--- src/bounded_list_deque_unit_macros.svh ---
// ----------------------------------------------------------------------------
// Bounded list deque assertion macros
// Shared concurrent assertion forms, clocked on clk, disabled in reset.
// ----------------------------------------------------------------------------
`ifndef BOUNDED_LIST_DEQUE_UNIT_MACROS_SVH
`define BOUNDED_LIST_DEQUE_UNIT_MACROS_SVH

// same-cycle implication
`define BLD_ASSERT_IMP(label, ante, cons, msg) \
	label: assert property (@(posedge clk) disable iff (!arst_n) (ante) |-> (cons)) \
		else $error(msg);

// next-cycle implication
`define BLD_ASSERT_NXT(label, ante, cons, msg) \
	label: assert property (@(posedge clk) disable iff (!arst_n) (ante) |=> (cons)) \
		else $error(msg);

`endif

--- src/bld_pkg.sv ---
// ----------------------------------------------------------------------------
// Bounded list deque package
// Field widths, request and status codes, memory control bundle.
// ----------------------------------------------------------------------------
package bld_pkg;

	localparam int CAPACITY_DEF = 16;

	localparam int ITEM_W    = 32;
	localparam int REQ_W     = 3;
	localparam int STATUS_W  = 2;
	localparam int POS_W     = 4;
	localparam int TOTAL_W   = 5;
	localparam int S_TDATA_W = 32;
	localparam int M_TDATA_W = 80;

	typedef enum logic [REQ_W-1:0] {
		REQ_PUSH_BACK  = 3'd0,
		REQ_PUSH_FRONT = 3'd1,
		REQ_POP_FRONT  = 3'd2,
		REQ_POP_BACK   = 3'd3,
		REQ_REMOVE     = 3'd4,
		REQ_FIND       = 3'd5,
		REQ_REVERSE    = 3'd6
	} req_t;

	typedef enum logic [STATUS_W-1:0] {
		STAT_OK       = 2'd0,
		STAT_FULL     = 2'd1,
		STAT_EMPTY    = 2'd2,
		STAT_NOTFOUND = 2'd3
	} status_t;

	typedef struct packed {
		logic rd_en;
		logic val_we;
		logic link_we;
	} mem_ctl_t;

endpackage

--- src/bld_node_store.sv ---
// ----------------------------------------------------------------------------
// Bounded list deque node store
// Value and link memories, one write port each, shared registered read.
// ----------------------------------------------------------------------------
module bld_node_store #(
	parameter int CAPACITY = bld_pkg::CAPACITY_DEF
) (
	input  logic                               clk,
	input  bld_pkg::mem_ctl_t                  ctl,
	input  logic [$clog2(CAPACITY)-1:0]        rd_addr,
	input  logic [$clog2(CAPACITY)-1:0]        val_waddr,
	input  logic [bld_pkg::ITEM_W-1:0]         val_wdata,
	input  logic [$clog2(CAPACITY)-1:0]        link_waddr,
	input  logic [$clog2(CAPACITY+1)-1:0]      link_wdata,
	output logic [bld_pkg::ITEM_W-1:0]         val_rdata,
	output logic [$clog2(CAPACITY+1)-1:0]      link_rdata
);
	import bld_pkg::*;

	localparam int LW = $clog2(CAPACITY + 1);

	logic [ITEM_W-1:0] val_mem [CAPACITY];
	logic [LW-1:0]     link_mem [CAPACITY];

	always_ff @(posedge clk) begin
		if (ctl.val_we) begin
			val_mem[val_waddr] <= val_wdata;
		end
		if (ctl.rd_en) begin
			val_rdata <= val_mem[rd_addr];
		end
	end

	always_ff @(posedge clk) begin
		if (ctl.link_we) begin
			link_mem[link_waddr] <= link_wdata;
		end
		if (ctl.rd_en) begin
			link_rdata <= link_mem[rd_addr];
		end
	end

endmodule

--- src/bounded_list_deque_unit.sv ---
// Push scans the free map one slot a cycle for the lowest free slot, then at the back of a
// non-empty list links the new node from the old tail. Pop front reads the head link and,
// if nodes remain, refetches the new head value; pop back, remove, find and reverse walk the
// list one node per cycle, and removing the head of a longer list refetches the head value; a
// refused request goes straight to the result. One request in flight; the next is accepted once the result issues.
// Reset (arst_n low, asynchronous) empties the list and frees all slots.
// ----------------------------------------------------------------------------
// Bounded list deque unit
// Singly linked deque of signed 32-bit values held in a node store memory.
// ----------------------------------------------------------------------------
`include "bounded_list_deque_unit_macros.svh"

module bounded_list_deque_unit #(
	parameter int CAPACITY = bld_pkg::CAPACITY_DEF
) (
	input  logic                          clk,
	input  logic                          arst_n,
	input  logic                          s_tvalid,
	output logic                          s_tready,
	input  logic [bld_pkg::S_TDATA_W-1:0] s_tdata,  // item_value[31:0]
	input  logic [bld_pkg::REQ_W-1:0]     s_tuser,  // req_type[2:0]
	output logic                          m_tvalid,
	input  logic                          m_tready,
	// status[1:0], found_position[5:2], entry_total[10:6], front_value[42:11],
	// back_value[74:43], zero fill [79:75]
	output logic [bld_pkg::M_TDATA_W-1:0] m_tdata
);
	import bld_pkg::*;

	localparam int IW = $clog2(CAPACITY);
	localparam int LW = $clog2(CAPACITY + 1);
	localparam logic [LW-1:0] NIL = LW'(CAPACITY);
	localparam int PAD_W = M_TDATA_W - STATUS_W - POS_W - TOTAL_W - 2 * ITEM_W;

	typedef enum logic [2:0] {
		ST_IDLE,
		ST_ALLOC,
		ST_LINK,
		ST_WALK,
		ST_HVAL,
		ST_FIN
	} state_t;

	state_t            state_q;
	req_t              req_q;
	logic [ITEM_W-1:0] val_q;
	status_t           status_q;
	logic [POS_W-1:0]  pos_q;
	logic [LW-1:0]     head_q;
	logic [LW-1:0]     tail_q;
	logic [LW-1:0]     count_q;
	logic [ITEM_W-1:0] head_val_q;
	logic [ITEM_W-1:0] tail_val_q;
	logic [CAPACITY-1:0] free_q;
	logic [IW-1:0]     alloc_q;
	logic [LW-1:0]     slot_q;
	logic [LW-1:0]     cur_q;
	logic [LW-1:0]     prev_q;
	logic [ITEM_W-1:0] prev_val_q;
	logic [LW-1:0]     steps_q;
	logic              m_tvalid_q;
	logic [M_TDATA_W-1:0] m_tdata_q;

	mem_ctl_t          ctl;
	logic [IW-1:0]     rd_addr;
	logic [IW-1:0]     link_waddr;
	logic [LW-1:0]     link_wdata;
	logic [ITEM_W-1:0] val_rd;
	logic [LW-1:0]     link_rd;
	logic              hit;
	logic              link_nil;
	logic              accept;
	logic              out_free;
	logic [ITEM_W-1:0] front_out;
	logic [ITEM_W-1:0] back_out;

	assign s_tready  = (state_q == ST_IDLE);
	assign accept    = s_tvalid && s_tready;
	assign m_tvalid  = m_tvalid_q;
	assign m_tdata   = m_tdata_q;
	assign hit       = (val_rd == val_q);
	assign link_nil  = (link_rd == NIL);
	assign out_free  = !m_tvalid_q || m_tready;
	assign front_out = (count_q == '0) ? '1 : head_val_q;
	assign back_out  = (count_q == '0) ? '1 : tail_val_q;

	bld_node_store #(
		.CAPACITY(CAPACITY)
	) u_store (
		.clk       (clk),
		.ctl       (ctl),
		.rd_addr   (rd_addr),
		.val_waddr (alloc_q),
		.val_wdata (val_q),
		.link_waddr(link_waddr),
		.link_wdata(link_wdata),
		.val_rdata (val_rd),
		.link_rdata(link_rd)
	);

	always_comb begin
		ctl        = '0;
		rd_addr    = head_q[IW-1:0];
		link_waddr = alloc_q;
		link_wdata = NIL;
		case (state_q)
			ST_IDLE: begin
				ctl.rd_en = s_tvalid;
			end
			ST_ALLOC: begin
				if (free_q[alloc_q]) begin
					ctl.val_we  = 1'b1;
					ctl.link_we = 1'b1;
					link_wdata  = (req_q == REQ_PUSH_FRONT) ? head_q : NIL;
				end
			end
			ST_LINK: begin
				ctl.link_we = 1'b1;
				link_waddr  = tail_q[IW-1:0];
				link_wdata  = slot_q;
			end
			ST_WALK: begin
				rd_addr = link_rd[IW-1:0];
				case (req_q)
					REQ_POP_FRONT: begin
						ctl.rd_en = !link_nil;
					end
					REQ_POP_BACK: begin
						ctl.rd_en = !link_nil;
						if (link_nil && prev_q != NIL) begin
							ctl.link_we = 1'b1;
							link_waddr  = prev_q[IW-1:0];
						end
					end
					REQ_REMOVE, REQ_FIND: begin
						if (!hit) begin
							ctl.rd_en = !link_nil;
						end else if (req_q == REQ_REMOVE) begin
							if (prev_q == NIL) begin
								ctl.rd_en = !link_nil;
							end else begin
								ctl.link_we = 1'b1;
								link_waddr  = prev_q[IW-1:0];
								link_wdata  = link_rd;
							end
						end
					end
					REQ_REVERSE: begin
						ctl.rd_en   = !link_nil;
						ctl.link_we = 1'b1;
						link_waddr  = cur_q[IW-1:0];
						link_wdata  = prev_q;
					end
					default: begin
					end
				endcase
			end
			default: begin
			end
		endcase
	end

	always_ff @(posedge clk or negedge arst_n) begin
		if (!arst_n) begin
			state_q    <= ST_IDLE;
			req_q      <= REQ_PUSH_BACK;
			val_q      <= '0;
			status_q   <= STAT_OK;
			pos_q      <= '0;
			head_q     <= NIL;
			tail_q     <= NIL;
			count_q    <= '0;
			head_val_q <= '0;
			tail_val_q <= '0;
			free_q     <= '1;
			alloc_q    <= '0;
			slot_q     <= '0;
			cur_q      <= NIL;
			prev_q     <= NIL;
			prev_val_q <= '0;
			steps_q    <= '0;
			m_tvalid_q <= 1'b0;
			m_tdata_q  <= '0;
		end else begin
			if (m_tvalid_q && m_tready && state_q != ST_FIN) begin
				m_tvalid_q <= 1'b0;
			end
			case (state_q)
				ST_IDLE: begin
					if (accept) begin
						req_q    <= req_t'(s_tuser);
						val_q    <= s_tdata[ITEM_W-1:0];
						status_q <= STAT_OK;
						pos_q    <= '0;
						alloc_q  <= '0;
						cur_q    <= head_q;
						prev_q   <= NIL;
						steps_q  <= '0;
						case (req_t'(s_tuser))
							REQ_PUSH_BACK, REQ_PUSH_FRONT: begin
								if (count_q == NIL) begin
									status_q <= STAT_FULL;
									state_q  <= ST_FIN;
								end else begin
									state_q <= ST_ALLOC;
								end
							end
							REQ_POP_FRONT, REQ_POP_BACK, REQ_REVERSE: begin
								if (count_q == '0) begin
									status_q <= STAT_EMPTY;
									state_q  <= ST_FIN;
								end else begin
									state_q <= ST_WALK;
								end
							end
							REQ_REMOVE, REQ_FIND: begin
								if (count_q == '0) begin
									status_q <= STAT_NOTFOUND;
									state_q  <= ST_FIN;
								end else begin
									state_q <= ST_WALK;
								end
							end
							default: begin
								state_q <= ST_FIN;
							end
						endcase
					end
				end
				ST_ALLOC: begin
					if (free_q[alloc_q]) begin
						free_q[alloc_q] <= 1'b0;
						count_q         <= count_q + 1'b1;
						slot_q          <= LW'(alloc_q);
						if (count_q == '0) begin
							head_q     <= LW'(alloc_q);
							tail_q     <= LW'(alloc_q);
							head_val_q <= val_q;
							tail_val_q <= val_q;
							state_q    <= ST_FIN;
						end else if (req_q == REQ_PUSH_FRONT) begin
							head_q     <= LW'(alloc_q);
							head_val_q <= val_q;
							state_q    <= ST_FIN;
						end else begin
							state_q <= ST_LINK;
						end
					end else begin
						alloc_q <= alloc_q + 1'b1;
					end
				end
				ST_LINK: begin
					tail_q     <= slot_q;
					tail_val_q <= val_q;
					state_q    <= ST_FIN;
				end
				ST_WALK: begin
					case (req_q)
						REQ_POP_FRONT: begin
							free_q[cur_q[IW-1:0]] <= 1'b1;
							count_q <= count_q - 1'b1;
							head_q  <= link_rd;
							if (link_nil) begin
								tail_q  <= NIL;
								state_q <= ST_FIN;
							end else begin
								state_q <= ST_HVAL;
							end
						end
						REQ_POP_BACK: begin
							if (!link_nil) begin
								prev_q     <= cur_q;
								prev_val_q <= val_rd;
								cur_q      <= link_rd;
							end else begin
								free_q[cur_q[IW-1:0]] <= 1'b1;
								count_q <= count_q - 1'b1;
								if (prev_q == NIL) begin
									head_q <= NIL;
									tail_q <= NIL;
								end else begin
									tail_q     <= prev_q;
									tail_val_q <= prev_val_q;
								end
								state_q <= ST_FIN;
							end
						end
						REQ_REMOVE, REQ_FIND: begin
							if (hit) begin
								if (req_q == REQ_FIND) begin
									pos_q   <= POS_W'(steps_q);
									state_q <= ST_FIN;
								end else begin
									free_q[cur_q[IW-1:0]] <= 1'b1;
									count_q <= count_q - 1'b1;
									if (cur_q == tail_q) begin
										tail_q     <= prev_q;
										tail_val_q <= prev_val_q;
									end
									if (prev_q == NIL) begin
										head_q  <= link_rd;
										state_q <= link_nil ? ST_FIN : ST_HVAL;
									end else begin
										state_q <= ST_FIN;
									end
								end
							end else if (link_nil) begin
								status_q <= STAT_NOTFOUND;
								state_q  <= ST_FIN;
							end else begin
								prev_q     <= cur_q;
								prev_val_q <= val_rd;
								cur_q      <= link_rd;
								steps_q    <= steps_q + 1'b1;
							end
						end
						REQ_REVERSE: begin
							prev_q <= cur_q;
							cur_q  <= link_rd;
							if (link_nil) begin
								tail_q     <= head_q;
								head_q     <= cur_q;
								head_val_q <= tail_val_q;
								tail_val_q <= head_val_q;
								state_q    <= ST_FIN;
							end
						end
						default: begin
							state_q <= ST_FIN;
						end
					endcase
				end
				ST_HVAL: begin
					head_val_q <= val_rd;
					state_q    <= ST_FIN;
				end
				ST_FIN: begin
					if (out_free) begin
						m_tvalid_q <= 1'b1;
						m_tdata_q  <= {PAD_W'(0), back_out, front_out, TOTAL_W'(count_q),
							pos_q, status_q};
						state_q    <= ST_IDLE;
					end
				end
				default: begin
					state_q <= ST_IDLE;
				end
			endcase
		end
	end

	`BLD_ASSERT_IMP(a_count_range, 1'b1, count_q <= NIL, "entry count above capacity")
	`BLD_ASSERT_IMP(a_free_balance, 1'b1, $countones(free_q) + int'(count_q) == CAPACITY, "free map and entry count disagree")
	`BLD_ASSERT_IMP(a_empty_ends, 1'b1, (count_q == '0) == (head_q == NIL) && (head_q == NIL) == (tail_q == NIL), "list ends disagree with entry count")
	`BLD_ASSERT_NXT(a_result_issue, state_q == ST_FIN && out_free, m_tvalid_q && state_q == ST_IDLE, "finished request did not issue a result")

endmodule
--- config.mk ---
export PLATFORM = sky130hd
export DESIGN_NAME = bounded_list_deque_unit
export DESIGN_NICKNAME = d
export VERILOG_FILES = /design/src/bld_pkg.sv /design/src/bld_node_store.sv /design/src/bounded_list_deque_unit.sv
export VERILOG_INCLUDE_DIRS = /design/src /design/src/src
export SDC_FILE = /design/constraint.sdc
export NUM_CORES = 1
export LEC_CHECK = 0
export ABC_CLOCK_PERIOD_IN_PS = 4200
export BUFFER_PORTS_ARGS = -buffer_cell sky130_fd_sc_hd__buf_2
export CAP_MARGIN = 5
export CORE_AREA = 5 5 263 265
export DETAILED_ROUTE_END_ITERATION = 7
export DIE_AREA = 0 0 268 270
export GPL_TIMING_DRIVEN = 0
export MAX_ROUTING_LAYER = met4
export PLACE_DENSITY = 0.75
export SLEW_MARGIN = 30
export SYNTH_ARGS = -nofsm -noshare
export SYNTH_HDL_FRONTEND = slang
export SYNTH_SLANG_ARGS = --single-unit
--- constraint.sdc ---
create_clock -name clk -period 4.2 [get_ports clk]
set_clock_uncertainty 0.05 [all_clocks]
set_input_delay 0.63 -clock clk [delete_from_list [all_inputs] [get_ports clk]]
set_output_delay 0.63 -clock clk [all_outputs]
set_load 0.1 [all_outputs]
==> results.ini <==
[synthesis]
synthXorXnorAreaFrac_pct=1.16
synth-simple-area-share_pct=7.14
synth_cell_types=68
syn_avg_cell_area_sq_um=15.1
synth_top_family_by_area=multiplexers
netlist_area_sq_um=36900
yosysWarnings=0
synth-edff-count=629
synth_compound_area_share_pct=8.54
synth-adder-area-share_pct=0.325
synth_cells=2441
postSynth.asyncResetShare_pct=30.0
ys_ff_latch=898
synth_mux_area_share_pct=11.2
yosysSeqAreaShare_pct=69.5
synth-main-ff-cell=edfxtp_1

[run_status]
status=finished, final reports clean

[critical_path]
required_ps=4450
crit_start=val_q[30]
worstReg2RegStart=val_q[30]
cp.arrival_ps=4340
start_kind=flop
endpoint_kind=flop
cp_max_fo=20
critical_path_class=flop to flop

[power_and_ir_drop]
power_leakage_nw=14.8
seq_power_share_pct=46.3
switching_share_pct=33.9
intPower_mw=17.8
power_switching_mw=9.14
power_frac_comb_pct=24.2
p_per_area_nw_per_um2=638
clkPwrFrac_pct=29.6
ir_drop_uv=346

[placement]
dp_cells=3449
io_buffers=115
place.gp.congestion=0.941
dpl.hpwl_mm=66.3

[clock_tree]
cts.clk_slew.worst_paths_ps=70
cts_buffers=87
clk_latency_ps=650
cts_tree=done
cts-root-buf=clkbuf_16
clockBufferDepth=3
htree_levels=3
cts_num_sinks=898

[sta]
finalHoldViolCount=0
slew_violations=0
finalSetupViolCount=0
fin_crit_sh_pct=97.3
worstMarginPinSlew_ps=937
fmax_ghz=0.245
rsz0062_at_grt=no
hold_ws_ps=133
maxSlewHeadroom_pct=37.5
min_period_ps=4090

[cells_and_area]
final_core_util_pct=63.4
layoutNonFillerInstCount=3616
diodes=0
final_nets=2719
layout_commonest_cell=edfxtp_1
layout_common_cells=edfxtp_1 (629), nand2_1 (356), dfrtp_1 (231), mux4_2 (152)
drive_gt1_share_pct=22.8
area_growth_syn_to_layout_pct=14.4

[hold_path]
worst_hold_path_type=input port to flop
worstHoldStart=s_tdata[12]

[detailed_routing]
wl_mm=99.6
drc_errors=0
vias=23113
drt_iter0_drc=2925
antenna_left=0
routed_via_density=6.39
drt_pass1_iterations=6
avgRoutedWirePerCell_microns=27.6

[global_routing]
gr-usage-all-layers_pct=28.1
grt_pass1_wl_mm=149
grt_max_degree=90
grt.overflow.total=0
antenna_found_initial=0
grt_pass1_vias=23415

[die]
rows=95
coreArea_sq_um=66600
ios=121
die_area_sq_um=72400
die_w_microns=268
die_y_microns=270
start_util_pct=55.5

[job]
drv_cap=0

[path summary, 6_finish.rpt]
kind | slack [ps] | cells past startpoint | end
hold / removal | 130 | 3 | val_q[12]
setup / recovery | 110 | 8 | u_store.link_mem[7][4]
min in group asynchronous | 470 | 2 | m_tdata[58]
max in group asynchronous | 2500 | 4 | tail_q[4]
hold reg to reg | 440 | 2 | free_q[0]
setup reg to reg | 110 | 8 | u_store.link_mem[7][4]
[critical path, stage by stage, from the launching register on]
cell and delay (ps):
dfrtp_2 640, xor2_1 210, or4b_1 570, or4b_4 570
nor4_4 340, nor2b_2 420, a31o_2 250, nand3_1 270
nor2_2 410
[cell type report]
type	instances	area, sq um
Inverter	34	128
Fill cell	4619	24300
Timing Repair Buffer	138	998
Clock buffer	110	2340
Clock inverter	51	578
Tap cell	873	1090
Multi-Input combinational cell	1350	10700
Buffer	162	706
Sequential cell	898	25700
[registers in the layout (all words and copies together), names as in the netlist, 16 cells and up]
signal / flops
free_q: 16
head_val_q: 32
m_tdata: 75
tail_val_q: 32
u_store.val_rdata: 32
prev_val_q: 32
val_q: 32
u_store.link_mem: 80
u_store.val_mem: 512
[through the flow]
stage                     power [mW]  setup TNS [ps]  area (sq um)  setup slack [ps]
final                           26.9               0         42200               114
after global placement          18.5         -741550         38600             -2210
after CTS                       26.8               0         42100              6.30
after floorplan                 16.0               0         36900               309
after detailed placement        18.8          -94590         39000              -919
after global routing            27.9               0         42200              16.6
[what timing repair did]
item | CTS | global route
setup endpoints to repair | 235 | 210
pin swaps | 1 | 2
resized for setup | 46 | 40
endpoints found under the hold margin | 58 | 0
gates cloned | 0 | 0
hold buffers | 1 | 0
setup buffers | 2 | 4
[synth_stat cells (all sizes together), types with 28 or more instances]
master | count | area [sq um]
mux2 | 59 | 683
nand2 | 358 | 1340
a21oi | 126 | 631
o21ai | 109 | 546
nand3 | 28 | 140
and2 | 54 | 338
nor2 | 65 | 244
o22a | 65 | 569
dfrtp | 249 | 6230
xor2 | 29 | 254
mux4 | 152 | 3420
a22o | 32 | 280
clkbuf | 126 | 473
buf | 37 | 193
a31oi | 44 | 275
edfxtp | 629 | 18900
a211oi | 41 | 308
inv | 33 | 124
[power groups by stage]
stage	combinational [mW]	clock (mW)	sequential (mW)
6_report	6.50	7.97	12.5
3_3_place_gp	6.07	0	12.4
4_1_cts	6.38	8.03	12.4
5_1_grt	6.95	8.41	12.5
3_5_place_dp	6.23	0	12.5
2_1_floorplan	4.17	0	11.9
[cell families after synthesis]
group | count (synthesis)
xor+xnor | 49
fa+ha+maj | 9
compound gates | 483
mux | 214
buf+inv | 197
flops | 898
other cells | 1
simple gates | 590
[layer usage]
layer | up-vias | routed length, microns | global-route usage (%)
li1 | 9780 | - | -
met1 | 11727 | 38400 | 38.8
met2 | 1386 | 47700 | 43.2
met3 | 220 | 10200 | 5.10
met4 | 0 | 3310 | 9.43
met5 | - | 0 | -
Power figures use the tool's default switching activity.
